==> config.mk <==
export PLATFORM = sky130hd
export DESIGN_NAME = shuffled_lehmer_random_generator
export DESIGN_NICKNAME = d
export VERILOG_FILES = /design/src/hdl/slrg_pkg.sv /design/src/hdl/shuffled_lehmer_random_generator.sv /design/src/hdl/slrg_ram.sv /design/src/hdl/slrg_dp.sv /design/src/hdl/slrg_ctrl.sv
export SDC_FILE = /design/constraint.sdc
export NUM_CORES = 2
export LEC_CHECK = 0
export BUFFER_PORTS_ARGS = -buffer_cell sky130_fd_sc_hd__buf_2
export CAP_MARGIN = 10
export CORE_MARGIN = 5
export CORE_UTILIZATION = 42
export DETAILED_ROUTE_END_ITERATION = 12
export SYNTH_ARGS = -nofsm -noshare
export SYNTH_HDL_FRONTEND = slang
export SYNTH_HIERARCHICAL = 1
export SYNTH_SLANG_ARGS = --single-unit
==> constraint.sdc <==
create_clock -name clk -period 20.4 [get_ports clk]
set_clock_uncertainty 0.15 [all_clocks]
set_input_delay 1.02 -clock clk [delete_from_list [all_inputs] [get_ports clk]]
set_output_delay 1.02 -clock clk [all_outputs]
set_load 0.05 [all_outputs]
==> src/hdl/slrg_pkg.sv <==
// ----------------------------------------------------------------------------
// slrg_pkg
// Shared constants and types for the shuffled Lehmer random generator.
// ----------------------------------------------------------------------------
`default_nettype none

package slrg_pkg;

  localparam int TABLE_DEPTH  = 32;
  localparam int WARMUP_STEPS = 8;

  localparam int VAL_W     = 31;
  localparam int MUL_W     = 15;
  localparam int IDX_W     = $clog2(TABLE_DEPTH);
  localparam int FILL_STEPS = TABLE_DEPTH + WARMUP_STEPS;
  localparam int CNT_W     = $clog2(FILL_STEPS);

  localparam logic [MUL_W-1:0] LEH_MUL    = MUL_W'(16807);
  localparam logic [VAL_W-1:0] LEH_MOD    = VAL_W'(2147483647);
  localparam logic [VAL_W-1:0] CEIL_LIMIT = VAL_W'(2147483389);

  typedef struct packed {
    logic             load_seed;
    logic             fill_step;
    logic             fill_wr;
    logic             fill_last;
    logic [IDX_W-1:0] fill_addr;
    logic             rd_en;
    logic             draw;
  } slrg_cmd_t;

  typedef struct packed {
    logic last_zero;
  } slrg_sts_t;

endpackage

`default_nettype wire

==> src/hdl/shuffled_lehmer_random_generator.sv <==
// ----------------------------------------------------------------------------
// shuffled_lehmer_random_generator
// Lehmer generator (x16807 mod 2^31-1) behind a 32-entry shuffle table.
// ----------------------------------------------------------------------------
// One input word requests one draw and yields one result word. A normal draw
// reads the shuffle-table RAM at the index given by the top five bits of the
// previous output, then writes the fresh generator value to the same entry. A
// draw with restart set, or the first draw after reset, first reloads the
// generator from the seed register and runs TABLE_DEPTH + WARMUP_STEPS (40)
// generator steps, one per cycle, filling the table. One draw is in flight at
// a time; the next word is taken while the previous result still waits in the
// output register. The output integer over 2147483647 is the uniform fraction.
`default_nettype none

module shuffled_lehmer_random_generator (
  input  wire logic        clk,
  input  wire logic        rst_n,
  input  wire logic        in_valid,
  output logic             in_stall,
  input  wire logic        in_restart,
  output logic             out_valid,
  input  wire logic        out_stall,
  output logic [30:0]      out_random_value,
  output logic             out_at_ceiling,
  input  wire logic        cfg_psel,
  input  wire logic        cfg_penable,
  input  wire logic        cfg_pwrite,
  input  wire logic [2:0]  cfg_paddr,
  input  wire logic [31:0] cfg_pwdata,
  output logic [31:0]      cfg_prdata,
  output logic             cfg_pready
);

  import slrg_pkg::*;

  localparam logic REG_SEED = 1'b0;

  logic [VAL_W-1:0] seed_r;
  slrg_cmd_t        cmd;
  slrg_sts_t        sts;

  always_ff @(posedge clk) begin
    if (!rst_n) begin
      seed_r <= VAL_W'(1);
    end else if (cfg_psel && cfg_penable && cfg_pwrite && cfg_paddr[2] == REG_SEED) begin
      seed_r <= cfg_pwdata[VAL_W-1:0];
    end
  end

  always_comb begin
    cfg_prdata = '0;
    if (cfg_paddr[2] == REG_SEED) begin
      cfg_prdata = {1'b0, seed_r};
    end
  end

  assign cfg_pready = 1'b1;

  slrg_ctrl u_ctrl (
    .clk        (clk),
    .rst_n      (rst_n),
    .in_valid   (in_valid),
    .in_restart (in_restart),
    .in_stall   (in_stall),
    .out_valid  (out_valid),
    .out_stall  (out_stall),
    .sts        (sts),
    .cmd        (cmd)
  );

  slrg_dp u_dp (
    .clk          (clk),
    .rst_n        (rst_n),
    .cmd          (cmd),
    .seed         (seed_r),
    .sts          (sts),
    .random_value (out_random_value),
    .at_ceiling   (out_at_ceiling)
  );

  a_one_in_flight : assert property (@(posedge clk) disable iff (!rst_n)
    in_valid && !in_stall |=> in_stall)
    else $error("word accepted while a draw is in progress");

  a_nonzero_value : assert property (@(posedge clk) disable iff (!rst_n)
    out_valid |-> out_random_value != '0)
    else $error("zero value delivered");

  a_ceiling_flag : assert property (@(posedge clk) disable iff (!rst_n)
    out_valid |-> out_at_ceiling == (out_random_value > CEIL_LIMIT))
    else $error("ceiling flag disagrees with value");

endmodule

`default_nettype wire

==> src/hdl/slrg_ram.sv <==
// ----------------------------------------------------------------------------
// slrg_ram
// Simple dual-port RAM, one write and one registered read port.
// ----------------------------------------------------------------------------
`default_nettype none

module slrg_ram #(
  parameter int DEPTH = 32,
  parameter int WIDTH = 31
) (
  input  wire logic                     clk,
  input  wire logic                     we,
  input  wire logic [$clog2(DEPTH)-1:0] waddr,
  input  wire logic [WIDTH-1:0]         wdata,
  input  wire logic                     re,
  input  wire logic [$clog2(DEPTH)-1:0] raddr,
  output logic      [WIDTH-1:0]         rdata
);

  logic [WIDTH-1:0] mem [DEPTH];

  always_ff @(posedge clk) begin
    if (we) begin
      mem[waddr] <= wdata;
    end
  end

  always_ff @(posedge clk) begin
    if (re) begin
      rdata <= mem[raddr];
    end
  end

endmodule

`default_nettype wire

==> src/hdl/slrg_dp.sv <==
// ----------------------------------------------------------------------------
// slrg_dp
// Datapath: Lehmer step unit, shuffle table, last-output and result words.
// ----------------------------------------------------------------------------
`default_nettype none

module slrg_dp (
  input  wire logic                    clk,
  input  wire logic                    rst_n,
  input  wire slrg_pkg::slrg_cmd_t     cmd,
  input  wire logic [slrg_pkg::VAL_W-1:0] seed,
  output slrg_pkg::slrg_sts_t          sts,
  output logic [slrg_pkg::VAL_W-1:0]   random_value,
  output logic                         at_ceiling
);

  import slrg_pkg::*;

  logic [VAL_W-1:0]       lehm_r;
  logic [VAL_W-1:0]       lehm_nxt;
  logic [VAL_W-1:0]       last_out_r;
  logic [VAL_W-1:0]       last_out_nxt;
  logic [VAL_W-1:0]       rv_r;
  logic                   ceil_r;
  logic [VAL_W+MUL_W-1:0] prod;
  logic [VAL_W:0]         fold;
  logic [VAL_W-1:0]       step_val;
  logic [VAL_W-1:0]       seed_fix;
  logic [IDX_W-1:0]       idx;
  logic                   mem_we;
  logic [IDX_W-1:0]       mem_waddr;
  logic [VAL_W-1:0]       mem_rdata;

  always_comb begin
    prod = lehm_r * {{VAL_W{1'b0}}, LEH_MUL};
    fold = {1'b0, prod[VAL_W-1:0]} + {{(VAL_W+1-MUL_W){1'b0}}, prod[VAL_W+MUL_W-1:VAL_W]};
    if (fold >= {1'b0, LEH_MOD}) begin
      step_val = VAL_W'(fold - {1'b0, LEH_MOD});
    end else begin
      step_val = fold[VAL_W-1:0];
    end
  end

  always_comb begin
    if (seed == '0 || seed == LEH_MOD) begin
      seed_fix = VAL_W'(1);
    end else begin
      seed_fix = seed;
    end
  end

  assign idx = last_out_r[VAL_W-1 -: IDX_W];

  always_comb begin
    lehm_nxt     = lehm_r;
    last_out_nxt = last_out_r;
    if (cmd.load_seed) begin
      lehm_nxt = seed_fix;
    end else if (cmd.fill_step || cmd.draw) begin
      lehm_nxt = step_val;
    end
    if (cmd.fill_step && cmd.fill_last) begin
      last_out_nxt = step_val;
    end else if (cmd.draw) begin
      last_out_nxt = mem_rdata;
    end
  end

  always_ff @(posedge clk) begin
    if (!rst_n) begin
      lehm_r     <= '0;
      last_out_r <= '0;
    end else begin
      lehm_r     <= lehm_nxt;
      last_out_r <= last_out_nxt;
    end
  end

  always_ff @(posedge clk) begin
    if (cmd.draw) begin
      rv_r   <= mem_rdata;
      ceil_r <= (mem_rdata > CEIL_LIMIT);
    end
  end

  assign mem_we    = cmd.fill_wr || cmd.draw;
  assign mem_waddr = cmd.fill_step ? cmd.fill_addr : idx;

  slrg_ram #(
    .DEPTH (TABLE_DEPTH),
    .WIDTH (VAL_W)
  ) u_table (
    .clk   (clk),
    .we    (mem_we),
    .waddr (mem_waddr),
    .wdata (step_val),
    .re    (cmd.rd_en),
    .raddr (idx),
    .rdata (mem_rdata)
  );

  assign sts.last_zero = (last_out_r == '0);
  assign random_value  = rv_r;
  assign at_ceiling    = ceil_r;

endmodule

`default_nettype wire

==> src/hdl/slrg_ctrl.sv <==
// ----------------------------------------------------------------------------
// slrg_ctrl
// Controller: sequences table read and draw for each word, after a table fill on restart or first draw.
// ----------------------------------------------------------------------------
`default_nettype none

module slrg_ctrl (
  input  wire logic                clk,
  input  wire logic                rst_n,
  input  wire logic                in_valid,
  input  wire logic                in_restart,
  output logic                     in_stall,
  output logic                     out_valid,
  input  wire logic                out_stall,
  input  wire slrg_pkg::slrg_sts_t sts,
  output slrg_pkg::slrg_cmd_t      cmd
);

  import slrg_pkg::*;

  localparam logic [1:0] ST_IDLE = 2'd0;
  localparam logic [1:0] ST_FILL = 2'd1;
  localparam logic [1:0] ST_READ = 2'd2;
  localparam logic [1:0] ST_DRAW = 2'd3;

  logic [1:0]       state_r, state_nxt;
  logic [CNT_W-1:0] cnt_r, cnt_nxt;
  logic             ovld_r, ovld_nxt;
  logic             in_acc;
  logic             out_free;

  assign in_acc   = in_valid && (state_r == ST_IDLE);
  assign out_free = !ovld_r || !out_stall;

  always_comb begin
    state_nxt     = state_r;
    cnt_nxt       = cnt_r;
    cmd           = '0;
    cmd.fill_addr = cnt_r[IDX_W-1:0];
    unique case (state_r)
      ST_IDLE: begin
        if (in_acc) begin
          if (in_restart || sts.last_zero) begin
            cmd.load_seed = 1'b1;
            cnt_nxt       = CNT_W'(FILL_STEPS - 1);
            state_nxt     = ST_FILL;
          end else begin
            cmd.rd_en = 1'b1;
            state_nxt = ST_DRAW;
          end
        end
      end
      ST_FILL: begin
        cmd.fill_step = 1'b1;
        cmd.fill_wr   = ({1'b0, cnt_r} < (CNT_W+1)'(TABLE_DEPTH));
        cmd.fill_last = (cnt_r == '0);
        if (cnt_r == '0) begin
          state_nxt = ST_READ;
        end else begin
          cnt_nxt = cnt_r - CNT_W'(1);
        end
      end
      ST_READ: begin
        cmd.rd_en = 1'b1;
        state_nxt = ST_DRAW;
      end
      ST_DRAW: begin
        if (out_free) begin
          cmd.draw  = 1'b1;
          state_nxt = ST_IDLE;
        end
      end
      default: begin
        state_nxt = ST_IDLE;
      end
    endcase
  end

  always_comb begin
    ovld_nxt = ovld_r;
    if (cmd.draw) begin
      ovld_nxt = 1'b1;
    end else if (!out_stall) begin
      ovld_nxt = 1'b0;
    end
  end

  always_ff @(posedge clk) begin
    if (!rst_n) begin
      state_r <= ST_IDLE;
      cnt_r   <= '0;
      ovld_r  <= 1'b0;
    end else begin
      state_r <= state_nxt;
      cnt_r   <= cnt_nxt;
      ovld_r  <= ovld_nxt;
    end
  end

  assign in_stall  = (state_r != ST_IDLE);
  assign out_valid = ovld_r;

endmodule

`default_nettype wire

==> impl_metrics.csv <==
group,metric,value,unit
critical_path,crit_arrival,13.01,ns
timing,worst_pin_slew,1.18,ns
clock_network,path_clk_slew,0.06,ns
cells_and_area,area_growth,11.6,%
clock_network,ctsResizeCount,0,
critical_path,path_max_fanout,32,
synth,synth-seq-cells,1157,
cells_and_area,drive_gt1_share,11.4,%
routing,drt_iter0_drc,3115,
floorplanning,dieArea,140000,um^2
grt,grt_pass1_wl,220000,um
job,maxCapViolations,0,
critical_path,cp.required,20.54,ns
clock_network,root_buffer,"clkbuf_16",
synth,syn-num-nets,4400,
synth,synth_edf_count,1055,
floorplanning,core,132000,um^2
synth,synthCells,4013,
floorplanning,initial_core_util,42.3,%
clock_network,post_cts_buffers,0,
placed_design,port_buffers,104,
routing,drtAntennaViolNets,0,
hold_path,hold_end,"seed_r[6]$_SDFFE_PN0P_",
routing,wirelength,152000,um
floorplanning,core.rowCount,133,
clock_network,htree_levels,3,
critical_path,path_class,"flop to flop",
synth,ys_types,100,
clock_network,holdBufCountCts,0,
critical_path,end_kind,"flop",
routing,num_vias,33785,
synth,yosysWarnings,6,
synth,synth_seq_area_share,60.6,%
clock_network,tritoncts,"yes",
grt,grt_start_max_net_pins,99,
floorplanning,ios,110,
critical_path,worst_setup_path_start_kind,"flop",
synth,synth_top_area_share,56.9,%
synth,ys_async_sr_fraction,0,%
critical_path,crit_path_top_delay_cell,"xor2_1",
timing,relSlewSlack,21.3,%
critical_path,reg2reg_to,"u_dp/u_table/mem[17][11]$_DFFE_PP_",
clock_network,clk_path_buf_depth,3,
routing,vias_per_cell,5.65,
cells_and_area,nets,4511,
placed_design,gp_congestion,0.905,
timing,rsz0062_at_grt,"false",
routing,drtPass1Iterations,7,
timing,setup-violations-final,0,
synth,syn_area_per_cell,13.9,um^2
floorplanning,die_w,374,um
floorplanning,die-height,374,um
synth,yosys-top-cells-area,"edfxtp_1, mux2i_1, fa_1",
timing,fin_crit,12.87,ns
placed_design,dp_hpwl,89900,um
timing,max_freq,0.0777,GHz
clock_network,cts_made_buffers,114,
timing,period_share,63.1,%
timing,slew_viol_final,0,
clock_network,worstSkewPairLatency,0.75,ns
critical_path,r2r_cells,37,
synth,synth.largest_area_cell,"edfxtp_1",
routing,drt-wirelength-per-cell,25.5,um
timing,tns,0,ns
routing,drc_errors,0,
grt,antenna_found_initial,5,
hold_path,hold_class,"flop to flop",
critical_path,rrSetupSlack,7.53,ns
grt,grt_use_total,21.3,%
synth,synth_flop_cell,"edfxtp_1",
hold_path,worstHoldPathCells,2,
timing,hold_viol,0,
synth,netlist_area,55600,um^2
critical_path,r2r-start,"u_dp/lehm_r[21]$_SDFFE_PN0P_",
critical_path,max_stage_delay,0.93,ns
grt,gr-total-overflow,0,
clock_network,cts.sinks,1157,
hold_path,hp-start,"seed_r[6]$_SDFFE_PN0P_",
grt,grt_pass1_vias,32408,
status,status,"complete, no violations",
## worst max-delay path: cells and delay by family (launching register included)
kind | cells | cell delay (ns)
and+or+nand+nor | 6 | 1.94
AOI/OAI and AO/OA | 16 | 4.00
buffers and inverters | 5 | 1.08
DFF | 1 | 0.53
xor gates and xnor gates | 2 | 1.03
adders and majority gates | 8 | 3.67
## cell families after synthesis
logic type | after synthesis | synth area share, %
compound gates | 637 | 7.82
xor+xnor | 78 | 1.27
fa+ha+maj | 344 | 9.54
buf+inv | 493 | 3.93
flops | 1157 | 60.6
mux | 571 | 10.3
other cells | 2 | 0.0135
simple gates | 731 | 6.51
## cell usage after synthesis (10+ instances only)
cell type / instances
a211oi_1: 10
a21o_1: 20
a21oi_1: 194
a22o_1: 63
a22oi_1: 95
a31oi_1: 46
and3_1: 14
buf_2: 37
buf_4: 46
clkbuf_1: 89
dfxtp_1: 102
edfxtp_1: 1055
fa_1: 134
ha_1: 210
inv_1: 298
mux2_2: 15
mux2i_1: 556
nand2_1: 252
nand2b_1: 14
nand3_1: 126
nand4_1: 28
nor2_1: 97
nor2b_1: 44
nor3_1: 53
nor4_1: 21
o211a_1: 22
o211ai_1: 13
o21a_1: 24
o21ai_0: 63
or3_1: 14
xnor2_1: 55
xor2_1: 20
## layout make-up
class	count	area [um^2]
multi-input cells	2363	20100
inverters	300	1130
diodes	2	5.00
well taps	1755	2200
clock buffers	154	3080
fillers	11371	69600
clock inverters	59	664
flip-flops and latches	1157	33700
repair buffers	188	1180
## registers in the layout, summed over array words and instances, names as in the netlist
register,count
u_dp/at_ceiling,1
u_dp/u_table/rdata,31
u_dp/u_table/mem,992
u_ctrl/cnt_r,6
u_dp/lehm_r,31
u_dp/last_out_r,31
u_ctrl/out_valid,1
u_dp/random_value,31
u_ctrl/state_r,2
seed_r,31
## cell usage in the layout (no fill, tap or decap), types with 101 or more instances in the layout
master	synthesis	layout
fa_1	134	134
clkbuf_16	0	114
mux2i_1	556	556
dfxtp_1	102	101
edfxtp_1	1055	1055
nand2_1	252	251
buf_2	37	103
inv_1	298	298
a21oi_1	194	194
ha_1	210	210
nand3_1	126	126
## routing by layer
| metal | up-vias | global-route usage, % | wire length (um) |
|---|---|---|---|
| met5 | - | 0 | 12 |
| met2 | 1138 | 32.2 | 67800 |
| met3 | 252 | 3.74 | 10800 |
| li1 | 15161 | - | - |
| met1 | 17232 | 30.7 | 67900 |
| met4 | 2 | 7.97 | 5720 |
## how the worst max path moves through the flow
| stage | start | to | slack, ns | cells after the start |
|---|---|---|---|---|
| global route | u_dp/lehm_r[15]$_SDFFE_PN0P_ | u_dp/u_table/mem[17][11]$_DFFE_PP_ | 6.72 | 37 |
| finish | u_dp/lehm_r[21]$_SDFFE_PN0P_ | u_dp/u_table/mem[17][11]$_DFFE_PP_ | 7.53 | 37 |
| CTS | u_dp/lehm_r[21]$_SDFFE_PN0P_ | u_dp/u_table/mem[17][11]$_DFFE_PP_ | 7.65 | 37 |
| detailed placement | u_dp/lehm_r[18]$_SDFFE_PN0P_ | u_dp/u_table/mem[4][11]$_DFFE_PP_ | 7.69 | 37 |
| floorplan | u_dp/lehm_r[20]$_SDFFE_PN0P_ | u_dp/u_table/mem[0][15]$_DFFE_PP_ | 9.91 | 37 |
| global placement | u_dp/lehm_r[18]$_SDFFE_PN0P_ | u_dp/u_table/mem[6][11]$_DFFE_PP_ | 7.78 | 37 |
## per-stage QoR
| stage | cell area [um^2] | setup WS (ns) | hold WS [ns] | instances | util, % |
|---|---|---|---|---|---|
| 2_1_floorplan | 55600 | 9.91 | 0.294 | 4013 | - |
| 3_3_place_gp | 58300 | 7.78 | 0.339 | 5761 | 44.3 |
| 3_5_place_dp | 58300 | 7.69 | 0.348 | 5762 | 44.3 |
| 4_1_cts | 62100 | 7.65 | 0.355 | 5975 | 47.1 |
| 5_1_grt | 62100 | 6.72 | 0.393 | 5976 | 47.2 |
| 6_report | 62100 | 7.53 | 0.355 | 5978 | 47.2 |
Power is left out: the tool's default activity adds up to more than one toggle a clock period on the data nets, which glitch-free logic cannot reach.
